[src/text_compaction_encoder_defines.svh]
// Assertion macros for the text compaction encoder.
// Included by the files that carry concurrent assertions; depends on nothing else.
`ifndef TEXT_COMPACTION_ENCODER_DEFINES_SVH
`define TEXT_COMPACTION_ENCODER_DEFINES_SVH

// Same-cycle implication, checked outside of reset.
`define TCE_ASSERT_IMPLY(label, clk, rst, ante, cons, msg) \
   label: assert property (@(posedge clk) disable iff (rst) (ante) |-> (cons)) \
      else $error(msg);

// Next-cycle implication, checked outside of reset.
`define TCE_ASSERT_NEXT(label, clk, rst, ante, cons, msg) \
   label: assert property (@(posedge clk) disable iff (rst) (ante) |=> (cons)) \
      else $error(msg);

`endif

[src/tce_pkg.sv]
// Shared constants, types and helper functions of the text compaction encoder.
// Used by the channel interfaces and by every module of the block.
package tce_pkg;

   // Field and datapath widths.
   localparam int COUNT_BITS    = 16;
   localparam int CHAR_BITS     = 8;
   localparam int CW_BITS       = 10;
   localparam int LEN_BITS      = 16;
   localparam int ROW_BITS      = 6;
   localparam int SYM_BITS      = 5;
   localparam int ROW_MAX       = 32;
   localparam int REMAIN_BITS   = 6;
   localparam int DIV_BITS      = COUNT_BITS + 1;
   localparam int DIV_CNT_BITS  = $clog2(DIV_BITS + 1);
   localparam int WIDE_BITS     = (COUNT_BITS + 1 > LEN_BITS) ? COUNT_BITS + 1 : LEN_BITS;
   localparam int CSR_ADDR_BITS = 3;
   localparam int CSR_DATA_BITS = 32;
   localparam int CW_RADIX      = 30;

   typedef logic [SYM_BITS-1:0] sym_type;

   // Symbol and codeword constants.
   localparam sym_type SYM_LATCH_LOWER = 5'd27;
   localparam sym_type SYM_LATCH_SHIFT = 5'd28;
   localparam sym_type SYM_PAD         = 5'd29;
   localparam logic [CW_BITS-1:0] CW_PAD = 10'd900;

   localparam logic [COUNT_BITS-1:0] COUNT_MAX = {COUNT_BITS{1'b1}};
   localparam logic [LEN_BITS-1:0]   LEN_MAX   = {LEN_BITS{1'b1}};

   // Character class boundaries.
   localparam logic [CHAR_BITS-1:0] CHAR_UPPER_A = 8'h41;
   localparam logic [CHAR_BITS-1:0] CHAR_UPPER_Z = 8'h5A;
   localparam logic [CHAR_BITS-1:0] CHAR_LOWER_A = 8'h61;
   localparam logic [CHAR_BITS-1:0] CHAR_LOWER_Z = 8'h7A;
   localparam logic [CHAR_BITS-1:0] CHAR_ZERO    = 8'h30;

   // Register map: index taken from the address bits above the byte offset.
   localparam logic [CSR_ADDR_BITS-3:0] REG_ROW_WIDTH = '0;
   localparam logic [ROW_BITS-1:0]      ROW_RESET     = 6'd3;

   typedef enum logic [1:0] {
      SUB_UPPER = 2'd0,
      SUB_LOWER = 2'd1,
      SUB_DIGIT = 2'd2
   } submode_type;

   // Work handed from the symbolizer to the emitter: up to two codewords.
   typedef struct packed {
      logic [1:0][CW_BITS-1:0] words;
      logic [1:0]              n_words;
      logic                    last;
      logic [COUNT_BITS-1:0]   count;
   } desc_type;

   // Remainder unit request and response.
   typedef struct packed {
      logic                start;
      logic [DIV_BITS-1:0] dividend;
      logic [ROW_BITS-1:0] divisor;
   } rem_req_type;

   typedef struct packed {
      logic                done;
      logic [ROW_BITS-1:0] remainder;
   } rem_rsp_type;

   // Pairs two symbols into one codeword, hi * 30 + lo.
   function automatic logic [CW_BITS-1:0] pack_codeword(input sym_type hi, input sym_type lo);
      return CW_BITS'(hi) * CW_BITS'(CW_RADIX) + CW_BITS'(lo);
   endfunction

endpackage

[src/tce_if.sv]
// Valid/ready channel interfaces of the text compaction encoder.
// Widths come from tce_pkg.
interface tce_req_if;
   logic                           valid;
   logic                           ready;
   logic [tce_pkg::CHAR_BITS-1:0]  char_code;
   logic                           last_char;

   modport source (output valid, output char_code, output last_char, input ready);
   modport sink   (input valid, input char_code, input last_char, output ready);
endinterface

interface tce_rsp_if;
   logic                          valid;
   logic                          ready;
   logic [tce_pkg::CW_BITS-1:0]   codeword;
   logic                          last_word;
   logic [tce_pkg::LEN_BITS-1:0]  length_word;

   modport source (output valid, output codeword, output last_word, output length_word,
                   input ready);
   modport sink   (input valid, input codeword, input last_word, input length_word,
                   output ready);
endinterface

[src/tce_symbolizer.sv]
// Input register, submode tracking and symbol pairing of the text compaction encoder.
// Depends on tce_pkg and tce_req_if; feeds codeword work to tce_emitter.
module tce_symbolizer (
   input  logic              clock,
   input  logic              reset,
   tce_req_if.sink           req_chan,
   input  logic              desc_take,
   output logic              desc_valid,
   output tce_pkg::desc_type desc
);
   import tce_pkg::*;

   logic                  item_valid_ff, item_valid_in;
   logic [CHAR_BITS-1:0]  char_ff, char_in;
   logic                  last_ff, last_in;
   submode_type           submode_ff, submode_in;
   logic                  half_valid_ff, half_valid_in;
   sym_type               half_sym_ff, half_sym_in;
   logic [COUNT_BITS-1:0] count_ff, count_in;
   logic                  desc_valid_ff, desc_valid_in;
   desc_type              desc_ff, desc_in;

   logic                  desc_free;
   logic                  fire;
   logic                  accept;
   logic                  is_upper;
   logic                  is_lower;
   logic [CHAR_BITS-1:0]  diff_upper;
   logic [CHAR_BITS-1:0]  diff_lower;
   logic [CHAR_BITS-1:0]  diff_digit;
   logic [2:0][SYM_BITS-1:0] ext_sym;
   logic [3:0][SYM_BITS-1:0] cat_sym;
   logic [1:0]            n_sym;
   logic [2:0]            total;
   logic [2:0]            total_pad;
   logic [2:0]            total_m1;
   submode_type           class_sub;
   logic [1:0]            n_words;
   logic [COUNT_BITS:0]   count_sum;
   logic [COUNT_BITS-1:0] count_after;

   // Handshake: the input register drains into the work register.
   assign desc_free      = !desc_valid_ff || desc_take;
   assign fire           = item_valid_ff && desc_free;
   assign req_chan.ready = !item_valid_ff || fire;
   assign accept         = req_chan.valid && req_chan.ready;
   assign desc_valid     = desc_valid_ff;
   assign desc           = desc_ff;

   // Character class and raw symbol offsets.
   assign is_upper   = (char_ff >= CHAR_UPPER_A) && (char_ff <= CHAR_UPPER_Z);
   assign is_lower   = (char_ff >= CHAR_LOWER_A) && (char_ff <= CHAR_LOWER_Z);
   assign diff_upper = char_ff - CHAR_UPPER_A;
   assign diff_lower = char_ff - CHAR_LOWER_A;
   assign diff_digit = char_ff - CHAR_ZERO;

   // Latch symbols followed by the character's own symbol; unused slots hold the pad symbol.
   always_comb begin
      ext_sym   = {SYM_PAD, SYM_PAD, SYM_PAD};
      n_sym     = 2'd1;
      class_sub = SUB_DIGIT;
      priority if (is_upper) begin
         class_sub = SUB_UPPER;
         unique case (submode_ff)
            SUB_LOWER: begin
               ext_sym[0] = SYM_LATCH_SHIFT;
               ext_sym[1] = SYM_LATCH_SHIFT;
               ext_sym[2] = diff_upper[SYM_BITS-1:0];
               n_sym      = 2'd3;
            end
            SUB_DIGIT: begin
               ext_sym[0] = SYM_LATCH_SHIFT;
               ext_sym[1] = diff_upper[SYM_BITS-1:0];
               n_sym      = 2'd2;
            end
            default: begin
               ext_sym[0] = diff_upper[SYM_BITS-1:0];
            end
         endcase
      end else if (is_lower) begin
         class_sub = SUB_LOWER;
         if (submode_ff != SUB_LOWER) begin
            ext_sym[0] = SYM_LATCH_LOWER;
            ext_sym[1] = diff_lower[SYM_BITS-1:0];
            n_sym      = 2'd2;
         end else begin
            ext_sym[0] = diff_lower[SYM_BITS-1:0];
         end
      end else begin
         if (submode_ff != SUB_DIGIT) begin
            ext_sym[0] = SYM_LATCH_SHIFT;
            ext_sym[1] = diff_digit[SYM_BITS-1:0];
            n_sym      = 2'd2;
         end else begin
            ext_sym[0] = diff_digit[SYM_BITS-1:0];
         end
      end
   end

   // Put the pending half symbol in front and pair everything up.
   always_comb begin
      if (half_valid_ff) begin
         cat_sym = {ext_sym[2], ext_sym[1], ext_sym[0], half_sym_ff};
      end else begin
         cat_sym = {SYM_PAD, ext_sym[2], ext_sym[1], ext_sym[0]};
      end
      total     = {1'b0, n_sym} + {2'b00, half_valid_ff};
      total_pad = total + {2'b00, last_ff & total[0]};
      total_m1  = total - 3'd1;
      n_words   = total_pad[2:1];
      count_sum = {1'b0, count_ff} + (COUNT_BITS+1)'(n_words);
      if (count_sum[COUNT_BITS]) begin
         count_after = COUNT_MAX;
      end else begin
         count_after = count_sum[COUNT_BITS-1:0];
      end
   end

   // Next state of the input register, the encoder state and the work register.
   always_comb begin
      item_valid_in = item_valid_ff;
      char_in       = char_ff;
      last_in       = last_ff;
      submode_in    = submode_ff;
      half_valid_in = half_valid_ff;
      half_sym_in   = half_sym_ff;
      count_in      = count_ff;
      desc_valid_in = desc_valid_ff;
      desc_in       = desc_ff;
      if (desc_take) begin
         desc_valid_in = 1'b0;
      end
      if (fire) begin
         item_valid_in = 1'b0;
         if (total[0]) begin
            half_sym_in = cat_sym[total_m1[1:0]];
         end
         if (last_ff) begin
            submode_in    = SUB_UPPER;
            half_valid_in = 1'b0;
            count_in      = '0;
         end else begin
            submode_in    = class_sub;
            half_valid_in = total[0];
            count_in      = count_after;
         end
         // A character that only leaves a half symbol produces no work.
         if ((n_words != 2'd0) || last_ff) begin
            desc_valid_in = 1'b1;
         end
         desc_in.words[0] = pack_codeword(cat_sym[0], cat_sym[1]);
         desc_in.words[1] = pack_codeword(cat_sym[2], cat_sym[3]);
         desc_in.n_words  = n_words;
         desc_in.last     = last_ff;
         desc_in.count    = count_after;
      end
      if (accept) begin
         item_valid_in = 1'b1;
         char_in       = req_chan.char_code;
         last_in       = req_chan.last_char;
      end
   end

   // Control state.
   always_ff @(posedge clock) begin
      if (reset) begin
         item_valid_ff <= 1'b0;
         submode_ff    <= SUB_UPPER;
         half_valid_ff <= 1'b0;
         half_sym_ff   <= '0;
         count_ff      <= '0;
         desc_valid_ff <= 1'b0;
      end else begin
         item_valid_ff <= item_valid_in;
         submode_ff    <= submode_in;
         half_valid_ff <= half_valid_in;
         half_sym_ff   <= half_sym_in;
         count_ff      <= count_in;
         desc_valid_ff <= desc_valid_in;
      end
   end

   // Payload registers.
   always_ff @(posedge clock) begin
      char_ff <= char_in;
      last_ff <= last_in;
      desc_ff <= desc_in;
   end

endmodule

[src/tce_rem_unit.sv]
// Bit-serial remainder unit: (count + 1) modulo the row width, one dividend bit per cycle.
// Depends on tce_pkg; driven by tce_emitter.
module tce_rem_unit (
   input  logic                 clock,
   input  logic                 reset,
   input  tce_pkg::rem_req_type rem_req,
   output tce_pkg::rem_rsp_type rem_rsp
);
   import tce_pkg::*;

   logic                    busy_ff, busy_in;
   logic                    done_ff, done_in;
   logic [DIV_CNT_BITS-1:0] cnt_ff, cnt_in;
   logic [DIV_BITS-1:0]     dividend_ff, dividend_in;
   logic [ROW_BITS-1:0]     divisor_ff, divisor_in;
   logic [ROW_BITS-1:0]     rem_ff, rem_in;
   logic [ROW_BITS-1:0]     shifted;

   // The partial remainder stays below the divisor (at most 32), so it fits in ROW_BITS.
   assign shifted = {rem_ff[ROW_BITS-2:0], dividend_ff[DIV_BITS-1]};

   assign rem_rsp.done      = done_ff;
   assign rem_rsp.remainder = rem_ff;

   // One restoring step per cycle.
   always_comb begin
      busy_in     = busy_ff;
      done_in     = 1'b0;
      cnt_in      = cnt_ff;
      dividend_in = dividend_ff;
      divisor_in  = divisor_ff;
      rem_in      = rem_ff;
      if (rem_req.start) begin
         busy_in     = 1'b1;
         cnt_in      = '0;
         dividend_in = rem_req.dividend;
         divisor_in  = rem_req.divisor;
         rem_in      = '0;
      end else if (busy_ff) begin
         dividend_in = {dividend_ff[DIV_BITS-2:0], 1'b0};
         cnt_in      = cnt_ff + DIV_CNT_BITS'(1);
         if (shifted >= divisor_ff) begin
            rem_in = shifted - divisor_ff;
         end else begin
            rem_in = shifted;
         end
         if (cnt_ff == DIV_CNT_BITS'(DIV_BITS - 1)) begin
            busy_in = 1'b0;
            done_in = 1'b1;
         end
      end
   end

   // Control state.
   always_ff @(posedge clock) begin
      if (reset) begin
         busy_ff <= 1'b0;
         done_ff <= 1'b0;
         cnt_ff  <= '0;
      end else begin
         busy_ff <= busy_in;
         done_ff <= done_in;
         cnt_ff  <= cnt_in;
      end
   end

   // Datapath registers.
   always_ff @(posedge clock) begin
      dividend_ff <= dividend_in;
      divisor_ff  <= divisor_in;
      rem_ff      <= rem_in;
   end

endmodule

[src/tce_emitter.sv]
// Codeword emitter: sends data codewords, then row padding and the length word.
// Depends on tce_pkg, tce_rsp_if and tce_rem_unit (through its request/response structs).
module tce_emitter (
   input  logic                         clock,
   input  logic                         reset,
   input  logic                         desc_valid,
   input  tce_pkg::desc_type            desc,
   output logic                         desc_take,
   input  logic [tce_pkg::ROW_BITS-1:0] row_width,
   output tce_pkg::rem_req_type         rem_req,
   input  tce_pkg::rem_rsp_type         rem_rsp,
   tce_rsp_if.source                    rsp_chan
);
   import tce_pkg::*;

   typedef enum logic [2:0] {
      EM_IDLE   = 3'b001,
      EM_DIVIDE = 3'b010,
      EM_EMIT   = 3'b100
   } emit_state_type;

   emit_state_type          state_ff, state_in;
   logic [1:0][CW_BITS-1:0] words_ff, words_in;
   logic [1:0]              n_words_ff, n_words_in;
   logic                    last_ff, last_in;
   logic [COUNT_BITS-1:0]   count_ff, count_in;
   logic [1:0]              sel_ff, sel_in;
   logic [REMAIN_BITS-1:0]  remain_ff, remain_in;
   logic [LEN_BITS-1:0]     len_ff, len_in;
   logic                    rsp_valid_ff, rsp_valid_in;
   logic [CW_BITS-1:0]      codeword_ff, codeword_in;
   logic                    last_word_ff, last_word_in;
   logic [LEN_BITS-1:0]     length_ff, length_in;

   logic                    out_free;
   logic                    load;
   logic                    final_word;
   logic [CW_BITS-1:0]      push_word;
   logic [ROW_BITS-1:0]     pads;
   logic [REMAIN_BITS-1:0]  remain_total;
   logic [COUNT_BITS:0]     count_sum;
   logic [COUNT_BITS-1:0]   final_count;
   logic [WIDE_BITS-1:0]    len_wide;

   assign out_free = !rsp_valid_ff || rsp_chan.ready;
   assign final_word = (remain_ff == REMAIN_BITS'(1));

   assign rsp_chan.valid       = rsp_valid_ff;
   assign rsp_chan.codeword    = codeword_ff;
   assign rsp_chan.last_word   = last_word_ff;
   assign rsp_chan.length_word = length_ff;

   // Data words first, then padding codewords.
   assign push_word = (sel_ff < n_words_ff) ? words_ff[sel_ff[0]] : CW_PAD;

   // Padding count, saturated final count and the length word before it is clamped.
   always_comb begin
      if (rem_rsp.remainder == '0) begin
         pads = '0;
      end else begin
         pads = row_width - rem_rsp.remainder;
      end
      remain_total = REMAIN_BITS'(n_words_ff) + REMAIN_BITS'(pads);
      count_sum    = {1'b0, count_ff} + (COUNT_BITS+1)'(pads);
      if (count_sum[COUNT_BITS]) begin
         final_count = COUNT_MAX;
      end else begin
         final_count = count_sum[COUNT_BITS-1:0];
      end
      len_wide = WIDE_BITS'(final_count) + WIDE_BITS'(1);
   end

   // Sequencer.
   always_comb begin
      state_in     = state_ff;
      words_in     = words_ff;
      n_words_in   = n_words_ff;
      last_in      = last_ff;
      count_in     = count_ff;
      sel_in       = sel_ff;
      remain_in    = remain_ff;
      len_in       = len_ff;
      rsp_valid_in = rsp_valid_ff;
      codeword_in  = codeword_ff;
      last_word_in = last_word_ff;
      length_in    = length_ff;
      load         = 1'b0;
      desc_take    = 1'b0;

      rem_req.start    = 1'b0;
      rem_req.dividend = DIV_BITS'(desc.count) + DIV_BITS'(1);
      rem_req.divisor  = row_width;

      if (out_free) begin
         rsp_valid_in = 1'b0;
      end

      unique case (state_ff)
         EM_IDLE: begin
            if (desc_valid) begin
               load = 1'b1;
            end
         end
         EM_DIVIDE: begin
            if (rem_rsp.done) begin
               remain_in = remain_total;
               if (len_wide > WIDE_BITS'(LEN_MAX)) begin
                  len_in = LEN_MAX;
               end else begin
                  len_in = len_wide[LEN_BITS-1:0];
               end
               state_in = (remain_total != '0) ? EM_EMIT : EM_IDLE;
            end
         end
         EM_EMIT: begin
            if (out_free) begin
               rsp_valid_in = 1'b1;
               codeword_in  = push_word;
               last_word_in = last_ff && final_word;
               length_in    = (last_ff && final_word) ? len_ff : '0;
               remain_in    = remain_ff - REMAIN_BITS'(1);
               if (sel_ff < n_words_ff) begin
                  sel_in = sel_ff + 2'd1;
               end
               if (final_word) begin
                  state_in = EM_IDLE;
                  if (desc_valid) begin
                     load = 1'b1;
                  end
               end
            end
         end
         default: begin
            state_in = EM_IDLE;
         end
      endcase

      // Take the next transaction's work.
      if (load) begin
         desc_take  = 1'b1;
         words_in   = desc.words;
         n_words_in = desc.n_words;
         last_in    = desc.last;
         count_in   = desc.count;
         sel_in     = '0;
         remain_in  = REMAIN_BITS'(desc.n_words);
         if (desc.last) begin
            rem_req.start = 1'b1;
            state_in      = EM_DIVIDE;
         end else begin
            state_in = EM_EMIT;
         end
      end
   end

   // Control state.
   always_ff @(posedge clock) begin
      if (reset) begin
         state_ff     <= EM_IDLE;
         remain_ff    <= '0;
         sel_ff       <= '0;
         rsp_valid_ff <= 1'b0;
      end else begin
         state_ff     <= state_in;
         remain_ff    <= remain_in;
         sel_ff       <= sel_in;
         rsp_valid_ff <= rsp_valid_in;
      end
   end

   // Payload registers.
   always_ff @(posedge clock) begin
      words_ff     <= words_in;
      n_words_ff   <= n_words_in;
      last_ff      <= last_in;
      count_ff     <= count_in;
      len_ff       <= len_in;
      codeword_ff  <= codeword_in;
      last_word_ff <= last_word_in;
      length_ff    <= length_in;
   end

endmodule

[src/text_compaction_encoder.sv]
// Top level of the text compaction encoder: register port, symbolizer, remainder unit, emitter.
// Depends on tce_pkg, tce_if, tce_symbolizer, tce_rem_unit, tce_emitter and the defines header.
//
// One character enters per transaction on req_chan; codewords leave one per cycle on rsp_chan
// while rsp_chan is ready. A character yields zero, one or two codewords, each passing through
// the output register, and a new character is taken every cycle as long as the codeword stream
// keeps up. The final character of a message adds a bit-serial remainder computation for the
// row padding: COUNT_BITS+1 restoring steps before its first codeword, then up to row_width-1
// padding codewords. The last codeword of a message carries last_word and the length word
// (count+1, saturated). row_width (byte address 0) is written over the APB-style port; the
// user must do so only between messages, which the block itself does not enforce.

`include "text_compaction_encoder_defines.svh"

module text_compaction_encoder (
   input  logic                               clock,
   input  logic                               reset,
   tce_req_if.sink                            req_chan,
   tce_rsp_if.source                          rsp_chan,
   input  logic                               psel,
   input  logic                               penable,
   input  logic                               pwrite,
   input  logic [tce_pkg::CSR_ADDR_BITS-1:0]  paddr,
   input  logic [tce_pkg::CSR_DATA_BITS-1:0]  pwdata,
   output logic [tce_pkg::CSR_DATA_BITS-1:0]  prdata,
   output logic                               pready
);
   import tce_pkg::*;

   logic [ROW_BITS-1:0] row_width_ff, row_width_in;
   logic [ROW_BITS-1:0] row_width_eff;
   logic                csr_write;
   logic                desc_valid;
   logic                desc_take;
   desc_type            desc;
   rem_req_type         rem_req;
   rem_rsp_type         rem_rsp;

   // Register port: zero-wait writes, reads of the row width.
   assign pready    = 1'b1;
   assign csr_write = psel && penable && pwrite && pready
                      && (paddr[CSR_ADDR_BITS-1:2] == REG_ROW_WIDTH);
   assign prdata    = (paddr[CSR_ADDR_BITS-1:2] == REG_ROW_WIDTH)
                      ? CSR_DATA_BITS'(row_width_ff) : '0;
   assign row_width_in = csr_write ? pwdata[ROW_BITS-1:0] : row_width_ff;

   always_ff @(posedge clock) begin
      if (reset) begin
         row_width_ff <= ROW_RESET;
      end else begin
         row_width_ff <= row_width_in;
      end
   end

   // Zero acts as one; anything above the maximum acts as the maximum.
   always_comb begin
      if (row_width_ff == '0) begin
         row_width_eff = ROW_BITS'(1);
      end else if (row_width_ff > ROW_BITS'(ROW_MAX)) begin
         row_width_eff = ROW_BITS'(ROW_MAX);
      end else begin
         row_width_eff = row_width_ff;
      end
   end

   tce_symbolizer u_symbolizer (
      .clock      (clock),
      .reset      (reset),
      .req_chan   (req_chan),
      .desc_take  (desc_take),
      .desc_valid (desc_valid),
      .desc       (desc)
   );

   tce_rem_unit u_rem_unit (
      .clock   (clock),
      .reset   (reset),
      .rem_req (rem_req),
      .rem_rsp (rem_rsp)
   );

   tce_emitter u_emitter (
      .clock      (clock),
      .reset      (reset),
      .desc_valid (desc_valid),
      .desc       (desc),
      .desc_take  (desc_take),
      .row_width  (row_width_eff),
      .rem_req    (rem_req),
      .rem_rsp    (rem_rsp),
      .rsp_chan   (rsp_chan)
   );

   // Checks on the codeword stream and on the work hand-off.
   `TCE_ASSERT_IMPLY(a_len_only_on_last, clock, reset,
      rsp_chan.valid && !rsp_chan.last_word, rsp_chan.length_word == '0,
      "length word set on a codeword that is not the last")
   `TCE_ASSERT_IMPLY(a_len_on_last, clock, reset,
      rsp_chan.valid && rsp_chan.last_word, rsp_chan.length_word != '0,
      "last codeword carries no length word")
   `TCE_ASSERT_IMPLY(a_take_needs_work, clock, reset, desc_take, desc_valid,
      "emitter took work that was not there")
   `TCE_ASSERT_NEXT(a_work_holds, clock, reset,
      desc_valid && !desc_take, desc_valid && $stable(desc),
      "pending work changed before the emitter took it")

endmodule
[src/flat_wrapper.sv]
// flat-port wrapper written by rule: the top's interface ports become plain ports
module text_compaction_encoder_flat import tce_pkg::*;
  (clock, reset, psel, penable, pwrite, paddr, pwdata, prdata, pready, req_chan_valid, req_chan_char_code, req_chan_last_char, req_chan_ready, rsp_chan_valid, rsp_chan_codeword, rsp_chan_last_word, rsp_chan_length_word, rsp_chan_ready);
  tce_req_if req_chan_i ();
  tce_rsp_if rsp_chan_i ();
  input  logic clock;
  input  logic reset;
  input  logic psel;
  input  logic penable;
  input  logic pwrite;
  input  logic [tce_pkg::CSR_ADDR_BITS-1:0] paddr;
  input  logic [tce_pkg::CSR_DATA_BITS-1:0] pwdata;
  output logic [tce_pkg::CSR_DATA_BITS-1:0] prdata;
  output logic pready;
  input wire logic [$bits(req_chan_i.valid)-1:0] req_chan_valid;
  input wire logic [$bits(req_chan_i.char_code)-1:0] req_chan_char_code;
  input wire logic [$bits(req_chan_i.last_char)-1:0] req_chan_last_char;
  output wire logic [$bits(req_chan_i.ready)-1:0] req_chan_ready;
  output wire logic [$bits(rsp_chan_i.valid)-1:0] rsp_chan_valid;
  output wire logic [$bits(rsp_chan_i.codeword)-1:0] rsp_chan_codeword;
  output wire logic [$bits(rsp_chan_i.last_word)-1:0] rsp_chan_last_word;
  output wire logic [$bits(rsp_chan_i.length_word)-1:0] rsp_chan_length_word;
  input wire logic [$bits(rsp_chan_i.ready)-1:0] rsp_chan_ready;
  assign req_chan_i.valid = req_chan_valid;
  assign req_chan_i.char_code = req_chan_char_code;
  assign req_chan_i.last_char = req_chan_last_char;
  assign req_chan_ready = req_chan_i.ready;
  assign rsp_chan_valid = rsp_chan_i.valid;
  assign rsp_chan_codeword = rsp_chan_i.codeword;
  assign rsp_chan_last_word = rsp_chan_i.last_word;
  assign rsp_chan_length_word = rsp_chan_i.length_word;
  assign rsp_chan_i.ready = rsp_chan_ready;
  text_compaction_encoder u_core (.clock(clock), .reset(reset), .req_chan(req_chan_i), .rsp_chan(rsp_chan_i), .psel(psel), .penable(penable), .pwrite(pwrite), .paddr(paddr), .pwdata(pwdata), .prdata(prdata), .pready(pready));
endmodule
[config.mk]
export PLATFORM = sky130hd
export DESIGN_NAME = text_compaction_encoder_flat
export DESIGN_NICKNAME = d
export VERILOG_FILES = /design/src/tce_pkg.sv /design/src/tce_if.sv /design/src/tce_symbolizer.sv /design/src/tce_rem_unit.sv /design/src/tce_emitter.sv /design/src/text_compaction_encoder.sv /design/src/flat_wrapper.sv
export VERILOG_INCLUDE_DIRS = /design/src /design/src/src
export SDC_FILE = /design/constraint.sdc
export NUM_CORES = 1
export LEC_CHECK = 0
export ABC_AREA = 0
export BUFFER_PORTS_ARGS = -buffer_cell sky130_fd_sc_hd__buf_2
export CAP_MARGIN = 20
export CELL_PAD_IN_SITES_DETAIL_PLACEMENT = 1
export CELL_PAD_IN_SITES_GLOBAL_PLACEMENT = 1
export CORE_MARGIN = 2
export CORE_UTILIZATION = 43
export DETAILED_ROUTE_END_ITERATION = 10
export PLACE_DENSITY_LB_ADDON = 0.3
export SYNTH_ARGS = -nofsm -noshare
export SYNTH_HDL_FRONTEND = slang
export SYNTH_HIERARCHICAL = 1
export SYNTH_SLANG_ARGS = --single-unit
[constraint.sdc]
create_clock -name clock -period 4.8 [get_ports clock]
set_input_delay 0.24 -clock clock [delete_from_list [all_inputs] [get_ports clock]]
set_output_delay 0.24 -clock clock [all_outputs]
set_load 0.01 [all_outputs]
== After elaboration in Yosys (flattened, before gate mapping) ==
Cells that the tools add are included.
Word-level totals
  register bits: 210
  latch bits: 0
  memory bits (writable): 0
  bits in read-only memories: 0
  input port bits: 51
  output and inout bits: 62
  logic and storage cells: 180
  memories: 0
Operators by class
  add/subtract/negate cells: 18
  multiply operators: 2
  divide/modulo/power cells: 0
  order comparisons: 10
  eq/ne operators: 15
  shifts and indexed selects: 0
  multiplexer cells: 64
  bitwise gates (word level): 3
  reductions and logical operators: 34
Operators by type and width (count)
  two-way mux 16 bit: 3
  two-way mux 6 bit: 7
  two-way mux 10 bit: 4
  two-way mux 5 bit: 8
  adder 16 x 1 -> 17 bit (second input constant): 2
  two-way mux 17 bit: 2
  adder 10 x 5 -> 10 bit: 2
  two-way mux 20 bit: 1
  two-way mux 1 bit: 19
  multiplier 5 x 4 -> 9 bit (second input constant): 2
  two-way mux 3 bit: 6
  adder 16 x 2 -> 17 bit: 1
  adder 16 x 6 -> 17 bit: 1
  greater-than comparator 17 x 16 -> 1 bit (second input constant): 1
  >= comparator 8 x 7 -> 1 bit (second input constant): 2
  less-or-equal comparator 8 x 7 -> 1 bit (second input constant): 2
  two-way mux 2 bit: 8
  logical NOT 6 bit: 2
  one-hot mux 6 bit (2 select lines): 1
  subtractor 6 bit: 2
  binary-select mux 5 bit (select 2 bit): 1
  one-hot mux 5 bit (2 select lines): 1
  subtractor 5 x 1 -> 5 bit (second input constant): 2
  one-hot mux 3 bit (3 select lines): 1
  39 further kinds: 65

== Logic depth before layout (Yosys ltp) ==
  word-level depth: 11
  gate-level depth with buffers: 24
  depth with buffers taken out: 23

== Modules after synthesis ==
Netlist, hierarchy kept.
By module, submodules not included
  tce_emitter: times used 1, cells each 493, area an instance 5283.8 um^2, sequential area each 2702.6 um^2
  tce_symbolizer: times used 1, cells each 529, area an instance 5134.9 um^2, sequential area each 1961.9 um^2
  tce_rem_unit: times used 1, cells each 143, area an instance 1742.9 um^2, sequential area each 950.9 um^2
  text_compaction_encoder: times used 1, cells each 70, area an instance 559.3 um^2, sequential area each 120.1 um^2

== Worst setup path before layout ==
No wires, ideal clock.
  kind: reg-to-reg
  from: register u_core.u_symbolizer.char_ff[0]
  to: register u_core.u_symbolizer.count_ff[10]
  setup time: 0.078 ns
  arrival: 4.824 ns
  required time: 4.722 ns
  path slack: -0.102 ns
  cell stages (with the launch flop): 22
  cells stage by stage: edfxtp_1 -> buf_2 -> inv_1 -> ha_1 -> or3b_1 -> buf_6 -> o21ai_4 -> nor2_1 -> a21oi_1 -> nor2b_1 -> ha_1 -> and2_1 -> fa_1 -> ha_1 -> fa_1 -> and3_1 -> nand3_1 -> or4_4 -> buf_4 -> a41oi_1 -> nor2_1 -> nor3_1
Between the ends
  word-level cells in the longest chain between the ends: 10
  elaborated cells between the ends (all ways): 14
Ends and longest elaborated chain
  start, declared: line tce_symbolizer.sv:14  | logic [CHAR_BITS-1:0] char_ff, char_in;
  start signal, assigned: line tce_symbolizer.sv:185  | char_ff <= char_in;
  >= comparator 8 x 7 -> 1 bit or less-or-equal comparator 8 x 7 -> 1 bit (tied branches): line tce_symbolizer.sv:52  | assign is_lower = (char_ff >= CHAR_LOWER_A) && (char_ff <= CHAR_LOWER_Z);
  logical AND 1 bit: line tce_symbolizer.sv:52
  two-way mux 2 bit: line tce_symbolizer.sv:80  | end else if (is_lower) begin
  two-way mux 2 bit (*): line tce_symbolizer.sv:62  | priority if (is_upper) begin
  adder 2 x 1 -> 3 bit (*): line tce_symbolizer.sv:107  | total = {1'b0, n_sym} + {2'b00, half_valid_ff};
  AND 1 bit: line tce_symbolizer.sv:108  | total_pad = total + {2'b00, last_ff & total[0]};
  adder 3 x 1 -> 3 bit (*): line tce_symbolizer.sv:108
  named net u_core.u_symbolizer.total_pad[1]: line tce_symbolizer.sv:35  | logic [2:0] total_pad;
  adder 16 x 2 -> 17 bit (*): line tce_symbolizer.sv:111  | count_sum = {1'b0, count_ff} + (COUNT_BITS+1)'(n_words);
  two-way mux 16 bit (*): line tce_symbolizer.sv:112  | if (count_sum[COUNT_BITS]) begin
  two-way mux 16 bit (*): line tce_symbolizer.sv:138  | if (last_ff) begin
  end signal, assigned: line tce_symbolizer.sv:178  | count_ff <= count_in;
  end, declared: line tce_symbolizer.sv:19  | logic [COUNT_BITS-1:0] count_ff, count_in;
Mark *: on every way through the listed nets, which the timed path passes. The rest lies on a longest branch.
A chain may end at the register's enable or synchronous reset.

== Final worst setup path ==
  from: register u_core.u_symbolizer.char_ff[1]
  to: register u_core.u_symbolizer.desc_ff (netlist bit u_core/u_symbolizer/desc[28]) (data pin)
Between the ends
  word-level cells in the longest chain between the ends: 7
  elaborated cells between the ends (all ways): 20
Ends and longest elaborated chain
  >= comparator 8 x 7 -> 1 bit (tied with other cells): line tce_symbolizer.sv:52
  logical AND 1 bit (tied with other cells): line tce_symbolizer.sv:52
  two-way mux 10 bit: line tce_symbolizer.sv:80
  two-way mux 10 bit (*): line tce_symbolizer.sv:62
  two-way mux 20 bit (*): line tce_symbolizer.sv:102  | if (half_valid_ff) begin
  multiplier 5 x 4 -> 9 bit: line tce_pkg.sv:71  | return CW_BITS'(hi) * CW_BITS'(CW_RADIX) + CW_BITS'(lo);
  adder 10 x 5 -> 10 bit (*): line tce_pkg.sv:71
  end signal, assigned: line tce_symbolizer.sv:187  | desc_ff <= desc_in;
  end, declared: line tce_symbolizer.sv:21  | desc_type desc_ff, desc_in;
Every way passes the cells marked *; elsewhere a longest branch is shown, timed or not.

==> run_results.csv <==
group,metric,value,unit
place,dpl.cell_count,1689,
critical_path,path_class,"flip-flop to flip-flop",
clock_tree,clk_pin_slew,0.06,ns
die,rows,62,
critical_path,path_cells,"inv_2 -> ha_4 -> or3b_4 -> o21ai_4 -> nor3_4 -> a31o_1 -> o31ai_4 -> xnor2_2 -> ha_1 -> inv_1 -> fa_1 -> inv_2 -> fa_1 -> ha_4 -> o21ai_1 -> nand2b_1 -> nand3_2 -> nor3b_2 -> xnor2_1",
yosys,synth.largest_area_cell,"edfxtp_1",
clock_tree,htreeDepth,1,
power,finalPower,7.23,mW
clock_tree,clk_latency,0.53,ns
routing,via_count,9410,
yosys,ys.flop_type,"edfxtp_1",
min_path,hold_class,"primary input to flip-flop",
critical_path,path_max_fanout,6,
sta,finalSetupViolations,0,
die,ios,113,
critical_path,slowest_delay,0.50,ns
clock_tree,cts_root_buffer,"clkbuf_16",
finish,final_cell_area,15200,um^2
die,die_h,176,um
place,gp_congestion,0.826,
clock_tree,tritoncts,"built",
yosys,yosysSeqAreaShare,45.1,%
yosys,ys_seq_elements,210,
grt,first_global_vias,9436,
routing,drt_iter0_markers,521,
finish,syn2layout_area_growth,19.7,%
critical_path,crit_required,5.08,ns
yosys,yosysWarnings,6,
yosys,synth_area,12700,um^2
yosys,yosysUniqueCellTypes,94,
routing,antenna_left,0,
power,p_leak,5.93,nW
critical_path,crit_path_top_delay_cell,"fa_1",
yosys,synth.avg_cell_area,10.3,um^2
place,post-dp-hpwl,22.0,mm
job,drv_cap,0,
sta,fmax,211,MHz
clock_tree,cts_num_sinks,210,
sta,tightest_slew,1.04,ns
sta,post-route-min-period,4.75,ns
place,port_buffers,57,
place,dp_slack,-0.149,ns
sta,finalCritPeriodShare,99.0,%
critical_path,critPathBufInv,3,
critical_path,cp-end-kind,"flip-flop",
sta,timing_hold_violations_final,0,
yosys,synthTopCellsByArea,"edfxtp_1 (36%), dfxtp_1 (9.0%), ha_1 (6.7%)",
clock_tree,clock_path_buffers,3,
routing,drcViolationCount,0,
grt,grt.overflow.total,0,
power,irDropWorstVdd,0.300,mV
die,start_util,44.0,%
yosys,synth_top_area_share,36.1,%
routing,wl,31.0,mm
grt,antenna_found_initial,0,
sta,slew_viol_final,0,
grt,grt_use_total,19.0,%
finish,diodes,0,
finish,drive_gt1_share,23.5,%
finish,final_nets,1506,
yosys,async_flop_share,0,%
die,die_w,176,um
critical_path,crit_family,"adder cells",
routing,vias_per_cell,5.30,
yosys,synth-edff-count,153,
run_status,status,"completed",
place,dpl_cell_area,13600,um^2
sta,setup_tns,0,ns
grt,grt_max_degree,52,
routing,first_pass_iters,7,
critical_path,worstSetupStartpointType,"flip-flop",
grt,grt_pass1_wl,48.4,mm
clock_tree,cts_buffers,25,
yosys,synthCells,1235,
die,dieArea,31000,um^2
routing,wire_per_inst,17.4,um
sta,slew_headroom,30.1,%
sta,skew,0.0273,ns
die,core_area,28900,um^2
critical_path,crit_arrival,5.03,ns
sta,setup_ws,0.0500,ns
power,p_per_area,475,nW/um^2
finish,layout.cells.non_filler,1775,
==> synth_stat cells, drive strengths merged (7+ instances only) <==
master	instances
nand2b	28
a31oi	20
nand3	38
or2	8
o21a	7
nor2b	23
and2	26
edfxtp	153
nor2	119
o211ai	11
nor3b	9
mux2	22
a22oi	15
xnor2	52
buf	52
fa	15
o21ai	39
ha	68
xor2	37
nand2	82
clkbuf	28
mux2i	25
a21o	10
nand4	13
nor3	23
and3	13
a211oi	10
inv	82
dfxtp	57
a21oi	67
==> layer usage <==
metal / vias up / part of all wire [%] / track usage, % / routed length (um)
li1: 4598 / - / - / -
met1: 4647 / 47 / 25.8 / 14500
met2: 134 / 49 / 32.6 / 15200
met3: 31 / 2.6 / 2.22 / 815
met4: 0 / 1.5 / 4.34 / 455
met5: - / 0 / 0 / 0
==> kinds of logic after synthesis <==
kind of cell	after synthesis	share of synthesized area, %
AND/OR/NAND/NOR	418	17.0
AO/OA/AOI/OAI	224	12.3
flip-flops	210	45.1
buffers and inverters	162	6.26
XOR/XNOR	89	6.33
adder cells (fa/ha/maj)	83	9.05
multiplexers	47	3.97
other	2	0.0590
==> final cells by class <==
class	count	area [um^2]
sequential	210	5740
timing repair buffer	165	1160
tap	384	480
clock inverter	10	140
fill	3137	13700
multi-input combinational	888	6680
inverter	82	308
clock buffer	36	717
==> path summary, 6_finish.rpt <==
path / from / to / slack, ns / cells after the start
min: req_chan_valid / u_core/u_symbolizer/item_valid_ff / 0.02 / 3
min reg2reg: u_core/u_symbolizer/desc[38] / u_core/u_emitter/words_ff[19] / 0.42 / 0
max: u_core/u_symbolizer/char_ff[1] / u_core/u_symbolizer/desc[28] / 0.05 / 19
max reg2reg: u_core/u_symbolizer/char_ff[1] / u_core/u_symbolizer/desc[28] / 0.05 / 19
==> power by group <==
| group | total (mW) | internal (mW) | switching (mW) | leakage, nW |
|---|---|---|---|---|
| sequential | 2.28 | 2.18 | 0.101 | 1.87 |
| clock | 1.95 | 1.20 | 0.750 | 0.418 |
| combinational | 3.00 | 1.32 | 1.68 | 3.64 |
==> registers in the layout (all words and copies together), names as in the netlist, 8 cells and up, named ones only <==
name	cells
u_core/u_emitter/rsp_chan.length_word	16
u_core/u_symbolizer/desc	39
u_core/u_symbolizer/char_ff	8
u_core/u_emitter/words_ff	20
u_core/u_emitter/len_ff	16
u_core/u_emitter/count_ff	16
u_core/u_symbolizer/count_ff	16
u_core/u_rem_unit/dividend_ff	17
u_core/u_emitter/rsp_chan.codeword	10
==> worst register-to-register path, stage by stage (launching register included) <==
cell and delay, ns:
edfxtp_1 0.41, inv_2 0.11, ha_4 0.13, or3b_4 0.40
o21ai_4 0.29, nor3_4 0.10, a31o_1 0.26, o31ai_4 0.34
xnor2_2 0.13, ha_1 0.32, inv_1 0.05, fa_1 0.49
inv_2 0.05, fa_1 0.50, ha_4 0.30, o21ai_1 0.07
nand2b_1 0.12, nand3_2 0.09, nor3b_2 0.24, xnor2_1 0.09
==> cells in the final DEF, fill, tap and decap left out, types with 14 or more instances in the layout <==
| cell type | synthesis | layout |
|---|---|---|
| edfxtp_1 | 153 | 153 |
| nor2_1 | 119 | 113 |
| buf_4 | 39 | 88 |
| nand2_1 | 81 | 81 |
| inv_1 | 79 | 73 |
| ha_1 | 68 | 59 |
| buf_2 | 3 | 57 |
| dfxtp_1 | 57 | 57 |
| a21oi_1 | 65 | 51 |
| xnor2_1 | 52 | 48 |
| nand3_1 | 38 | 36 |
| xor2_1 | 35 | 31 |
| nand2b_1 | 28 | 27 |
| conb_1 | 2 | 27 |
| clkbuf_16 | 0 | 25 |
| mux2i_1 | 25 | 25 |
| and2_1 | 24 | 24 |
| o21ai_0 | 27 | 24 |
| nor2b_1 | 23 | 20 |
| mux2_2 | 20 | 20 |
| nor3_1 | 19 | 18 |
| a31oi_1 | 19 | 18 |
| dlygate4sd3_1 | 0 | 15 |
| a21oi_2 | 2 | 15 |
| a22oi_1 | 14 | 14 |
==> repair_timing <==
| action | 4_1_cts | 5_1_grt |
|---|---|---|
| buffers inserted | 7 | 18 |
| endpoints found under the setup margin | 29 | 52 |
| resized for setup | 12 | 72 |
| hold endpoints to repair | 15 | 0 |
| pin swaps | 3 | 43 |
| hold buffers | 15 | 0 |
==> per-stage QoR <==
stage | hold slack [ns] | util (%)
floorplan | 0.309 | -
global placement | 0.402 | 47.1
detailed placement | 0.407 | 47.1
CTS | 0.0169 | 50.9
global route | 0.0179 | 52.6
finish | 0.0240 | 52.6
Power figures use the tool's default switching activity.
